<file path="src/rtl/v3a_pkg.sv">
`timescale 1ns / 1ps
package v3a_pkg;

    localparam int W          = 32;            // data word width
    localparam int FRAC       = 16;            // fraction bits
    localparam int PW         = 2 * W;         // exact product width
    localparam int SUMW       = PW + 3;        // sum of three products, with headroom
    localparam int SQ_STAGES  = W;             // one root bit per stage
    localparam int QW         = FRAC + 1;      // normalize quotient never exceeds 2^FRAC
    localparam int DIV_STAGES = QW;            // one quotient bit per stage
    localparam int NUMW       = W + FRAC;      // normalize dividend width

    typedef logic signed [W-1:0] word_t;

    typedef enum logic [2:0] {
        OP_ADD   = 3'd0,
        OP_SUB   = 3'd1,
        OP_SCALE = 3'd2,
        OP_DOT   = 3'd3,
        OP_CROSS = 3'd4,
        OP_LEN   = 3'd5,
        OP_NORM  = 3'd6
    } op_t;

    typedef struct packed {
        logic [W-1:0] v;
        logic         ovf;
    } sat_t;

    // clamp a wide signed value to the W-bit range
    function automatic sat_t sat(input logic signed [SUMW-1:0] x);
        logic signed [SUMW-1:0] maxv;
        logic signed [SUMW-1:0] minv;
        sat_t r;
        maxv = $signed({{(SUMW-W+1){1'b0}}, {(W-1){1'b1}}});
        minv = -maxv - SUMW'(1);
        if (x > maxv) begin
            r.v   = {1'b0, {(W-1){1'b1}}};
            r.ovf = 1'b1;
        end else if (x < minv) begin
            r.v   = {1'b1, {(W-1){1'b0}}};
            r.ovf = 1'b1;
        end else begin
            r.v   = x[W-1:0];
            r.ovf = 1'b0;
        end
        return r;
    endfunction

endpackage

</file>
<file path="src/rtl/v3a_isqrt.sv">
`timescale 1ns / 1ps
module v3a_isqrt (
    input  logic                    aclk,
    input  logic                    en,
    input  logic [v3a_pkg::PW-1:0]  n,
    output logic [v3a_pkg::W-1:0]   root
);
    import v3a_pkg::*;

    logic [PW-1:0] n_reg    [SQ_STAGES];
    logic [W:0]    rem_reg  [SQ_STAGES];
    logic [W-1:0]  root_reg [SQ_STAGES];

    // digit-by-digit root, two radicand bits per stage
    for (genvar k = 0; k < SQ_STAGES; k++) begin : g_st
        logic [PW-1:0] n_in;
        logic [W:0]    r_in;
        logic [W-1:0]  q_in;
        logic [W+2:0]  trial;
        logic [W+2:0]  test;
        logic          ge;
        if (k == 0) begin : g_first
            assign n_in = n;
            assign r_in = '0;
            assign q_in = '0;
        end else begin : g_rest
            assign n_in = n_reg[k-1];
            assign r_in = rem_reg[k-1];
            assign q_in = root_reg[k-1];
        end
        assign trial = {r_in, n_in[PW-1:PW-2]};
        assign test  = {1'b0, q_in, 2'b01};
        assign ge    = trial >= test;
        always_ff @(posedge aclk) begin
            if (en) begin
                n_reg[k]    <= {n_in[PW-3:0], 2'b00};
                rem_reg[k]  <= ge ? (W+1)'(trial - test) : trial[W:0];
                root_reg[k] <= {q_in[W-2:0], ge};
            end
        end
    end

    assign root = root_reg[SQ_STAGES-1];

endmodule

</file>
<file path="config.mk">
export PLATFORM = sky130hd
export DESIGN_NAME = v3a_isqrt
export DESIGN_NICKNAME = d
export VERILOG_FILES = /design/src/rtl/v3a_pkg.sv /design/src/rtl/v3a_isqrt.sv
export SDC_FILE = /design/constraint.sdc
export NUM_CORES = 2
export LEC_CHECK = 0
export BUFFER_PORTS_ARGS = -buffer_cell sky130_fd_sc_hd__buf_2
export CORE_UTILIZATION = 69
export DETAILED_ROUTE_END_ITERATION = 10
export PLACE_DENSITY_LB_ADDON = 0.25
export SETUP_SLACK_MARGIN = 0.4
export SLEW_MARGIN = 10
export SYNTH_ARGS = -nofsm -noshare
export SYNTH_HDL_FRONTEND = slang
export SYNTH_MEMORY_MAX_BITS = 65536
export SYNTH_SLANG_ARGS = --single-unit
</file>
<file path="constraint.sdc">
create_clock -name aclk -period 8.51 [get_ports aclk]
set_clock_uncertainty 0.05 [all_clocks]
set_input_delay 2.553 -clock aclk [delete_from_list [all_inputs] [get_ports aclk]]
set_output_delay 2.553 -clock aclk [all_outputs]
set_load 0.03 [all_outputs]
</file>
==> results.cfg <==
[synthesis]
synth_edf_count = 2495
synth_area_per_cell_sq_um = 12.9
yosysWarnings = 0
synthArstFlopShare_pct = 0
synth-seq-area-share_pct = 64.5
syn_nets = 9627
netlist_area_sq_mm = 0.116
synth_cell_types = 97
synthCells = 9000
synth-seq-cells = 2495
ys.flop_type = edfxtp_1

[placement]
place_worst_setup_slack_ns = 3.69
dp_hpwl_um = 171000
gp_congestion = 0.939
port_buffers = 97

[die]
die_area_sq_mm = 0.170
io_pins = 98
die_y_um = 412
initial_utilization_pct = 69.4
die_x_um = 412
rows = 150
core_area_sq_mm = 0.167

[clocking]
clkLatencyLatePin_ns = 0.89
clockRootBuffer = clkbuf_16
cts_tree = yes
clk_pin_slew_worst_paths_ns = 0.06
cts_max_level = 4
cts-hold-fix-buffers = 0
cts_resized = 0
cts_sinks = 2495
cts_setup_buffers = 0
ctsLongestPathBuffers = 3
cts_buffers = 237

[timing]
fmax_ghz = 0.210
setup_viol = 0
hold_viol = 0
finalWorstSetupSlack_ns = 3.75
tightest_slew_ns = 1.10
fin_crit_sh_pct = 55.9
rsz0062_at_grt = no
slew_headroom_pct = 26.3
finalSetupTns_ns = 0
slew_viol_final = 0
finalCriticalPeriod_ns = 4.76

[grt]
grt_pass1_wl_um = 393000
met3_usage_pct = 3.93
grt_use_total_pct = 29.7
use_met2_pct = 51.3
groute.layer.met1.usage_pct = 38.4
grt_antenna_before_repair = 1
gr-total-overflow = 0
grt_max_degree = 200
grt_pass1_vias = 71185
grt.busiest_layer = met2

[power]
power.density_mw_per_mm2 = 273
peakVddDrop_uv = 282
finalPower_mw = 34.8
p_leak_nw = 48.8

[route]
via_count = 71960
avgViaCountPerCell = 6.19
routedWlPerCell_um = 21.6
dr.pass1.iters = 7
antenna_left = 0
routed_wl_um = 251000
drc = 0
drt_iter0_markers = 7026

[finish]
layout.nets = 9847
drive_gt1_share_pct = 7.31
fillers = 9946
largest_reg_flops = 992
syn_to_final_growth_pct = 9.67
n_antenna_cell = 0

[setup_path]
critical_path_class = reg -> reg
cp-end-kind = flop
critPathRequiredTime_ns = 9.06
cp.arrival_ns = 5.31
crit_fanout = 23
start_kind = flop

[flow_run]
cap_viol_max_count = 0

[min_path]
hp-class = reg -> reg

[run_status]
status = completed
## critical path: stages (launching register included)
cell and delay, ns:
edfxtp_1 0.43, ha_1 0.45, and4_1 0.27, nand3_1 0.21
nor4b_1 0.88, nand3_1 0.36, and2_0 0.29, and3_1 0.17
a21o_1 0.17, buf_4 0.23, inv_1 0.44, buf_4 0.40
a21oi_1 0.12
## cells in the mapped netlist (all sizes together) (56+ instances only)
cell type	n	share of area, %
a211oi	56	0.37
a21o	224	1.4
a21oi	591	2.5
clkbuf	144	0.47
edfxtp	2495	65
ha	561	6.0
inv	705	2.3
mux2	77	0.75
nand2	580	1.9
nand2b	111	0.60
nand3	137	0.59
nand4	99	0.53
nor2	598	1.9
nor2b	99	0.53
nor3	229	1.0
nor4	120	0.68
o21a	120	0.78
o21ai	470	2.0
o21bai	56	0.36
o31ai	66	0.43
or3	108	0.59
or4	58	0.38
xnor2	391	2.9
xor2	382	2.9
## cells by family (layout without fill, tap and decap cells)
family / count (synthesis) / after routing / synth area share (%)
AOI/OAI and AO/OA: 1847 / 1847 / 9.84
and+or+nand+nor: 2351 / 2351 / 10.0
muxes: 91 / 91 / 0.867
DFF: 2495 / 2495 / 64.5
xor gates and xnor gates: 773 / 773 / 5.83
adders and majority gates: 561 / 561 / 6.04
other: 1 / 1 / 0.00323
buffers and inverters: 881 / 1304 / 2.87
## cells in the final DEF (no fill, tap or decap), types with 38 or more instances in the layout
cell type / netlist / final
inv_1: 702 / 702
a21o_1: 224 / 224
a31oi_1: 38 / 38
clkbuf_16: 0 / 237
o31ai_1: 66 / 66
clkinv_1: 0 / 53
nor2b_1: 99 / 98
or3_1: 107 / 107
buf_2: 18 / 96
and3_1: 48 / 48
a21oi_1: 591 / 590
xor2_1: 382 / 382
or2_2: 45 / 45
buf_4: 2 / 48
o21bai_1: 56 / 56
nand2_1: 578 / 578
nor2_1: 598 / 596
xnor2_1: 391 / 391
nor3_1: 226 / 224
o21ai_0: 468 / 468
or4_1: 56 / 56
nand4_1: 99 / 99
ha_1: 561 / 561
edfxtp_1: 2495 / 2495
mux2_2: 77 / 77
nor4_1: 116 / 116
a211oi_1: 55 / 54
nand2b_1: 111 / 111
clkinv_2: 0 / 49
o21a_1: 120 / 120
nand3_1: 137 / 137
## per-layer routing
| metal | routed length [um] | vias to the layer above |
|---|---|---|
| li1 | - | 33750 |
| met1 | 101000 | 34736 |
| met2 | 126000 | 2864 |
| met3 | 14400 | 610 |
| met4 | 9230 | 0 |
| met5 | 0 | - |
## where the power goes
group	total, mW	internal (mW)	switching, mW
registers	16.7	15.6	1.13
clock network	10.8	6.13	4.67
logic	7.30	3.01	4.29
## final timing paths
path / cells past startpoint / slack (ns) / start / endpoint
worst max-delay path: 12 / 3.75 / rem_reg[27][22] / rem_reg[28][14]
worst min-delay path: 0 / 0.33 / n_reg[3][23] / n_reg[4][25]
worst max register to register: 12 / 3.75 / rem_reg[27][22] / rem_reg[28][14]
worst min register to register: 0 / 0.33 / n_reg[3][23] / n_reg[4][25]
## layout make-up
cell class	count	area, sq um	area share, %
clock buffer	267	6040	4.75
sequential	2495	74900	58.8
multi-input combinational	5624	37900	29.8
tap	2204	2760	2.17
inverter	705	2650	2.08
clock inverter	175	1970	1.55
timing repair buffer	157	1100	0.865
## metrics by stage
step	hold WS [ns]	area, sq um	cells	util [%]
finish	0.335	127000	11627	76.2
global route	0.335	127000	11627	76.2
CTS	0.336	127000	11627	76.2
detailed placement	0.355	119000	11185	71.4
global placement	0.350	119000	11185	71.4
floorplan	0.350	116000	9000	-
(Power assumes the default switching activity.)
