===== config.mk =====
export PLATFORM = sky130hd
export DESIGN_NAME = v3a_div
export DESIGN_NICKNAME = d
export VERILOG_FILES = /design/src/rtl/v3a_pkg.sv /design/src/rtl/v3a_div.sv
export SDC_FILE = /design/constraint.sdc
export NUM_CORES = 2
export LEC_CHECK = 0
export ABC_AREA = 1
export BUFFER_PORTS_ARGS = -buffer_cell sky130_fd_sc_hd__buf_2
export CORE_ASPECT_RATIO = 0.9
export CORE_MARGIN = 3
export CORE_UTILIZATION = 59
export DETAILED_ROUTE_END_ITERATION = 16
export PLACE_DENSITY = 0.78
export SETUP_SLACK_MARGIN = 0.1
export SLEW_MARGIN = 15
export SYNTH_ARGS = -nofsm -noshare
export SYNTH_HDL_FRONTEND = slang
export SYNTH_SLANG_ARGS = --single-unit

===== constraint.sdc =====
create_clock -name aclk -period 2.1 [get_ports aclk]
set_input_delay 0.21 -clock aclk [delete_from_list [all_inputs] [get_ports aclk]]
set_output_delay 0.21 -clock aclk [all_outputs]
set_load 0.1 [all_outputs]

===== src/rtl/v3a_pkg.sv =====
`timescale 1ns / 1ps
package v3a_pkg;

    localparam int W          = 32;            // data word width
    localparam int FRAC       = 16;            // fraction bits
    localparam int PW         = 2 * W;         // exact product width
    localparam int SUMW       = PW + 3;        // sum of three products, with headroom
    localparam int SQ_STAGES  = W;             // one root bit per stage
    localparam int QW         = FRAC + 1;      // normalize quotient never exceeds 2^FRAC
    localparam int DIV_STAGES = QW;            // one quotient bit per stage
    localparam int NUMW       = W + FRAC;      // normalize dividend width

    typedef logic signed [W-1:0] word_t;

    typedef enum logic [2:0] {
        OP_ADD   = 3'd0,
        OP_SUB   = 3'd1,
        OP_SCALE = 3'd2,
        OP_DOT   = 3'd3,
        OP_CROSS = 3'd4,
        OP_LEN   = 3'd5,
        OP_NORM  = 3'd6
    } op_t;

    typedef struct packed {
        logic [W-1:0] v;
        logic         ovf;
    } sat_t;

    // clamp a wide signed value to the W-bit range
    function automatic sat_t sat(input logic signed [SUMW-1:0] x);
        logic signed [SUMW-1:0] maxv;
        logic signed [SUMW-1:0] minv;
        sat_t r;
        maxv = $signed({{(SUMW-W+1){1'b0}}, {(W-1){1'b1}}});
        minv = -maxv - SUMW'(1);
        if (x > maxv) begin
            r.v   = {1'b0, {(W-1){1'b1}}};
            r.ovf = 1'b1;
        end else if (x < minv) begin
            r.v   = {1'b1, {(W-1){1'b0}}};
            r.ovf = 1'b1;
        end else begin
            r.v   = x[W-1:0];
            r.ovf = 1'b0;
        end
        return r;
    endfunction

endpackage


===== src/rtl/v3a_div.sv =====
`timescale 1ns / 1ps
module v3a_div (
    input  logic                    aclk,
    input  logic                    en,
    input  logic [v3a_pkg::W-1:0]   num,   // magnitude, scaled up by 2^FRAC inside
    input  logic [v3a_pkg::W-1:0]   den,
    output logic [v3a_pkg::QW-1:0]  quo
);
    import v3a_pkg::*;

    logic [NUMW-1:0] r_reg [DIV_STAGES];
    logic [W-1:0]    d_reg [DIV_STAGES];
    logic [QW-1:0]   q_reg [DIV_STAGES];

    // restoring division, quotient MSB first; num <= den so QW bits suffice
    for (genvar k = 0; k < DIV_STAGES; k++) begin : g_st
        logic [NUMW-1:0] r_in;
        logic [W-1:0]    d_in;
        logic [QW-1:0]   q_in;
        logic [NUMW:0]   ds;
        logic            ge;
        if (k == 0) begin : g_first
            assign r_in = {num, {FRAC{1'b0}}};
            assign d_in = den;
            assign q_in = '0;
        end else begin : g_rest
            assign r_in = r_reg[k-1];
            assign d_in = d_reg[k-1];
            assign q_in = q_reg[k-1];
        end
        assign ds = {{(NUMW+1-W){1'b0}}, d_in} << (QW - 1 - k);
        assign ge = {1'b0, r_in} >= ds;
        always_ff @(posedge aclk) begin
            if (en) begin
                r_reg[k] <= ge ? NUMW'({1'b0, r_in} - ds) : r_in;
                d_reg[k] <= d_in;
                q_reg[k] <= {q_in[QW-2:0], ge};
            end
        end
    end

    assign quo = q_reg[DIV_STAGES-1];

endmodule


==> run metrics, run 1 <==
status did not finish; Stop stage 5_1_grt; run-stopping error [ERROR GRT-0232] Routing congestion too high. Check the congestion heatmap in the GUI.; initial core utilization 59.5%; Seq cells post-synth 1297; number of port buffers 82; H-tree depth 4; routability cong. 1.11; synth cell count leaders nand2_1 (6020), inv_1 (2910), edfxtp_1 (1297); Longest Clk Path Bufs 3; largest net degree at the start of global routing 98; asr flop ratio synth 0%; net count after synthesis 14600; DP Wirelength 298000 um; Synth Area per Inst 6.88 sq um; Netlist cell types 45; number of I/O pins 83; Worst EP kind sequential cell input; synthesized cell area 96500 sq um; Congestion Overflow GR 2712; largest area contributor in the netlist edfxtp_1; Post-synth EDFFs 1297; CTS sink count 1297; post-synth top area share 40.4%; GRT Util Overall 91.3%; register area share after synthesis 40.4%; Synth Warn # 0; Syn Inst Count 14000; most common cell in the netlist nand2_1; top_reg_cell synth edfxtp_1; Die Span Y 390 um; Rows 140; Die Wd 432 um; CTS root buf clkbuf_16; worst_ep grt r_reg[0][478]$_DFFE_PP_/D; top post-synthesis cells by area edfxtp_1 (40%), nand2_1 (23%), inv_1 (11%), ha_1 (7.0%), nor2_1 (4.2%); cts bufs inserted 143
==> layer usage <==
metal	global-route usage [%]	GRT overflow
met5	73.1	30
met3	83.9	227
met4	91.9	804
met1	90.1	228
met2	99.9	1423
==> metrics by stage <==
step	utilization, %	cells	cell area [sq um]	hold slack (ps)	setup WS (ps)
after floorplan	-	14000	99400	309	48.4
after global placement	77.1	19100	125000	400	-508
after detailed placement	77.1	19100	125000	405	-645
after CTS	87.5	20000	142000	76.6	-338
==> what timing repair did <==
| action | in CTS |
|---|---|
| hold endpoints to repair | 107 |
| hold buffers | 66 |
| setup buffers | 471 |
| pin swaps | 450 |
| setup endpoints to repair | 615 |
| resized for setup | 1494 |
| cloned | 53 |
==> cells by family after synthesis <==
logic type	share of synthesized area (%)
compound gates	3.18
xor+xnor	2.61
fa+ha+maj	7.37
buf+inv	12.1
flops	40.4
simple gates	34.4
==> run 2, diff against run 1 <==
--- a/config.mk
+++ b/config.mk
@@ -7,12 +7,10 @@
 export LEC_CHECK = 0
 export ABC_AREA = 1
 export BUFFER_PORTS_ARGS = -buffer_cell sky130_fd_sc_hd__buf_2
-export CORE_ASPECT_RATIO = 0.9
 export CORE_MARGIN = 3
-export CORE_UTILIZATION = 59
+export CORE_UTILIZATION = 40
 export DETAILED_ROUTE_END_ITERATION = 16
-export PLACE_DENSITY = 0.78
-export SETUP_SLACK_MARGIN = 0.1
+export PLACE_DENSITY_LB_ADDON = 0.15
 export SLEW_MARGIN = 15
 export SYNTH_ARGS = -nofsm -noshare
 export SYNTH_HDL_FRONTEND = slang
==> constraint.sdc (replaced) <==
create_clock -name aclk -period 2.73 [get_ports aclk]
set_input_delay 0.273 -clock aclk [delete_from_list [all_inputs] [get_ports aclk]]
set_output_delay 0.273 -clock aclk [all_outputs]
set_load 0.1 [all_outputs]
==> run 2 against run 1 <==
Compared with the run above:
- area after synthesis stayed put
- synthesized cell count unchanged
- the flow now finishes without violations
==> run metrics, run 2 <==
routability cong. 0.972; via count 88900; net count after synthesis 14600; Rows 179; Layout Cells excl Fill 18500; top_reg_cell synth edfxtp_1; fill count 24400; slew at the pin with the worst max-slew slack 877 ps; Worst-path clk slew 60 ps; Synth Area per Inst 6.88 sq um; Longest Clk Path Bufs 3; Die Span Y 497 um; # setup viols final 0; asr flop ratio synth 0%; pre-CTS WS -310 ps; Skew-Pair Late Insertion Delay 850 ps; headroom to the max-slew limit 41.6%; first-pass GRT wire length 504000 um; vias per cell 4.80; share of post-route cells with drive strength above 1 10.3%; Remaining DRCs 0; die area 247000 sq um; 1st-iter DRT viols 8123; Syn Inst Count 14000; Final Hold Fails 0; Hold WC Path Type in -> reg; WL final 341000 um; first drt pass iteration count 8; vias in the first global route 83000; area of the multi-input gates 46700 sq um; Setup Crit Path Kind reg -> reg; Storage cell area 38900 sq um; top post-synthesis cells by area edfxtp_1 (40%), nand2_1 (23%), inv_1 (11%), ha_1 (7.0%), nor2_1 (4.2%); initial antenna violation count 4; synth cell count leaders nand2_1 (6020), inv_1 (2910), edfxtp_1 (1297); final worst slack 52.1 ps; NumNets Final 15800; fmax 0.373 GHz; Startpoint Class register; Congestion Overflow GR 0; Core ar. 239000 sq um; initial core utilization 40.4%; Seq cells post-synth 1297; Netlist cell types 45; post-synth top area share 40.4%; DP Wirelength 282000 um; number of I/O pins 83; area delta synth->final 19.4%; Largest register FFs 632; Final period util 98.1%; status complete, no violations; register area share after synthesis 40.4%; DP Cell Count 18100; H-tree depth 4; Routed Antenna Nets 0; skew final 67.9 ps; Slew Viols, Final 0; CTS root buf clkbuf_16; largest net degree at the start of global routing 131; cts bufs inserted 155; routed len/inst 18.4 um; commonest non-fill, non-tap cell in the layout nand2_1; min cycle time layout 2680 ps; synthesized cell area 96500 sq um; pwr/cell area 1010 nW/um^2; Max Cap Viol 0; WP data arrival 3280 ps; Post-synth EDFFs 1297; GRT Util Overall 26.7%; Crit path required time 3330 ps; CP Capture Type register; Synth Warn # 0; Max VDD drop 575 uV; TritonCTS clock tree built; most frequent cells in the layout nand2_1 (5998), inv_1 (2907), edfxtp_1 (1297), nor2_1 (1019), buf_4 (925); most common cell in the netlist nand2_1; Crit Path Max Fanout 5; number of port buffers 82; leak pwr 60.5 nW; largest area contributor in the netlist edfxtp_1; Die Wd 497 um; CTS sink count 1297
-- run 2: cell counts after synthesis --
No cell type changed its count.
-- run 2: power breakdown --
part	leakage [nW]	total, mW	internal (mW)	switching, mW
clock	2.54	21.5	12.3	9.24
sequential	12.6	33.3	28.8	4.43
combinational	45.4	61.2	22.0	39.2
total	60.5	116	63.1	52.9
-- run 2: cells by family (layout without fill, tap and decap cells) --
kind of cell / after synthesis / count (layout) / share of synthesized area, %
AND/OR/NAND/NOR: 8268 / 8272 / 34.4
buffers and inverters: 3029 / 4344 / 12.1
flip-flops: 1297 / 1297 / 40.4
AO/OA/AOI/OAI: 578 / 578 / 3.18
adder cells (fa/ha/maj): 559 / 559 / 7.37
XOR/XNOR: 288 / 288 / 2.61
other: 0 / 2 / 0
-- run 2: through the flow --
step	cell area, sq um	TNS, ps	util [%]	hold WS [ps]	power [mW]
finish	115000	0	48.2	181	116
global route	115000	-283	48.2	157	125
CTS	114000	0	47.6	105	115
detailed placement	108000	-10220	45.0	405	92.8
global placement	108000	-8480	45.0	401	92.8
floorplan	96500	0	-	372	68.3
-- run 2: path summary, 6_finish.rpt --
kind / startpoint / endpoint / slack, ps / cells after the start
worst max-delay path: d_reg[0][342] / r_reg[0][570] / 50 / 12
worst min-delay path: den[17] / d_reg[0][17] / 180 / 2
worst max register to register: d_reg[0][342] / r_reg[0][570] / 50 / 12
worst min register to register: q_reg[0][36] / q_reg[0][54] / 410 / 0
-- run 2: critical path: stages, from the launching register on --
cell      delay (ps)
edfxtp_1         420
inv_2             80
ha_2             380
nand2_1           90
nor2_1           180
nand2_1          120
nor2_2           160
nand4_1          190
nand2_2          160
a21oi_4           60
buf_4            150
buf_4            150
a21oi_1          320
-- run 2: routing by layer --
metal | part of all wire (%) | routed length (um) | vias up | GRT usage (%)
met3 | 6.0 | 20400 | 438 | 3.07
met4 | 3.3 | 11100 | 2 | 7.93
met1 | 44 | 150000 | 40200 | 35.7
met2 | 47 | 159000 | 2675 | 45.4
li1 | - | - | 45600 | -
met5 | 0.0038 | 13 | - | 0
-- run 2: final cells by class --
cell class | count | area share, %
diodes | 2 | 0.00435
clock buffers | 175 | 3.45
clock inverters | 112 | 1.16
inverters | 2922 | 9.52
multi-input cells | 9697 | 40.6
flip-flops and latches | 1297 | 33.8
well taps | 3167 | 3.44
repair buffers | 1135 | 8.04
-- run 2: what timing repair did --
item / CTS / global route
endpoints found under the hold margin: 84 / 0
hold buffers: 65 / 0
pin swaps: 5 / 11
setup buffers: 11 / 59
setup endpoints to repair: 132 / 462
gates resized for setup: 8 / 176
gates cloned: 5 / 3
Power figures use the tool's default switching activity.
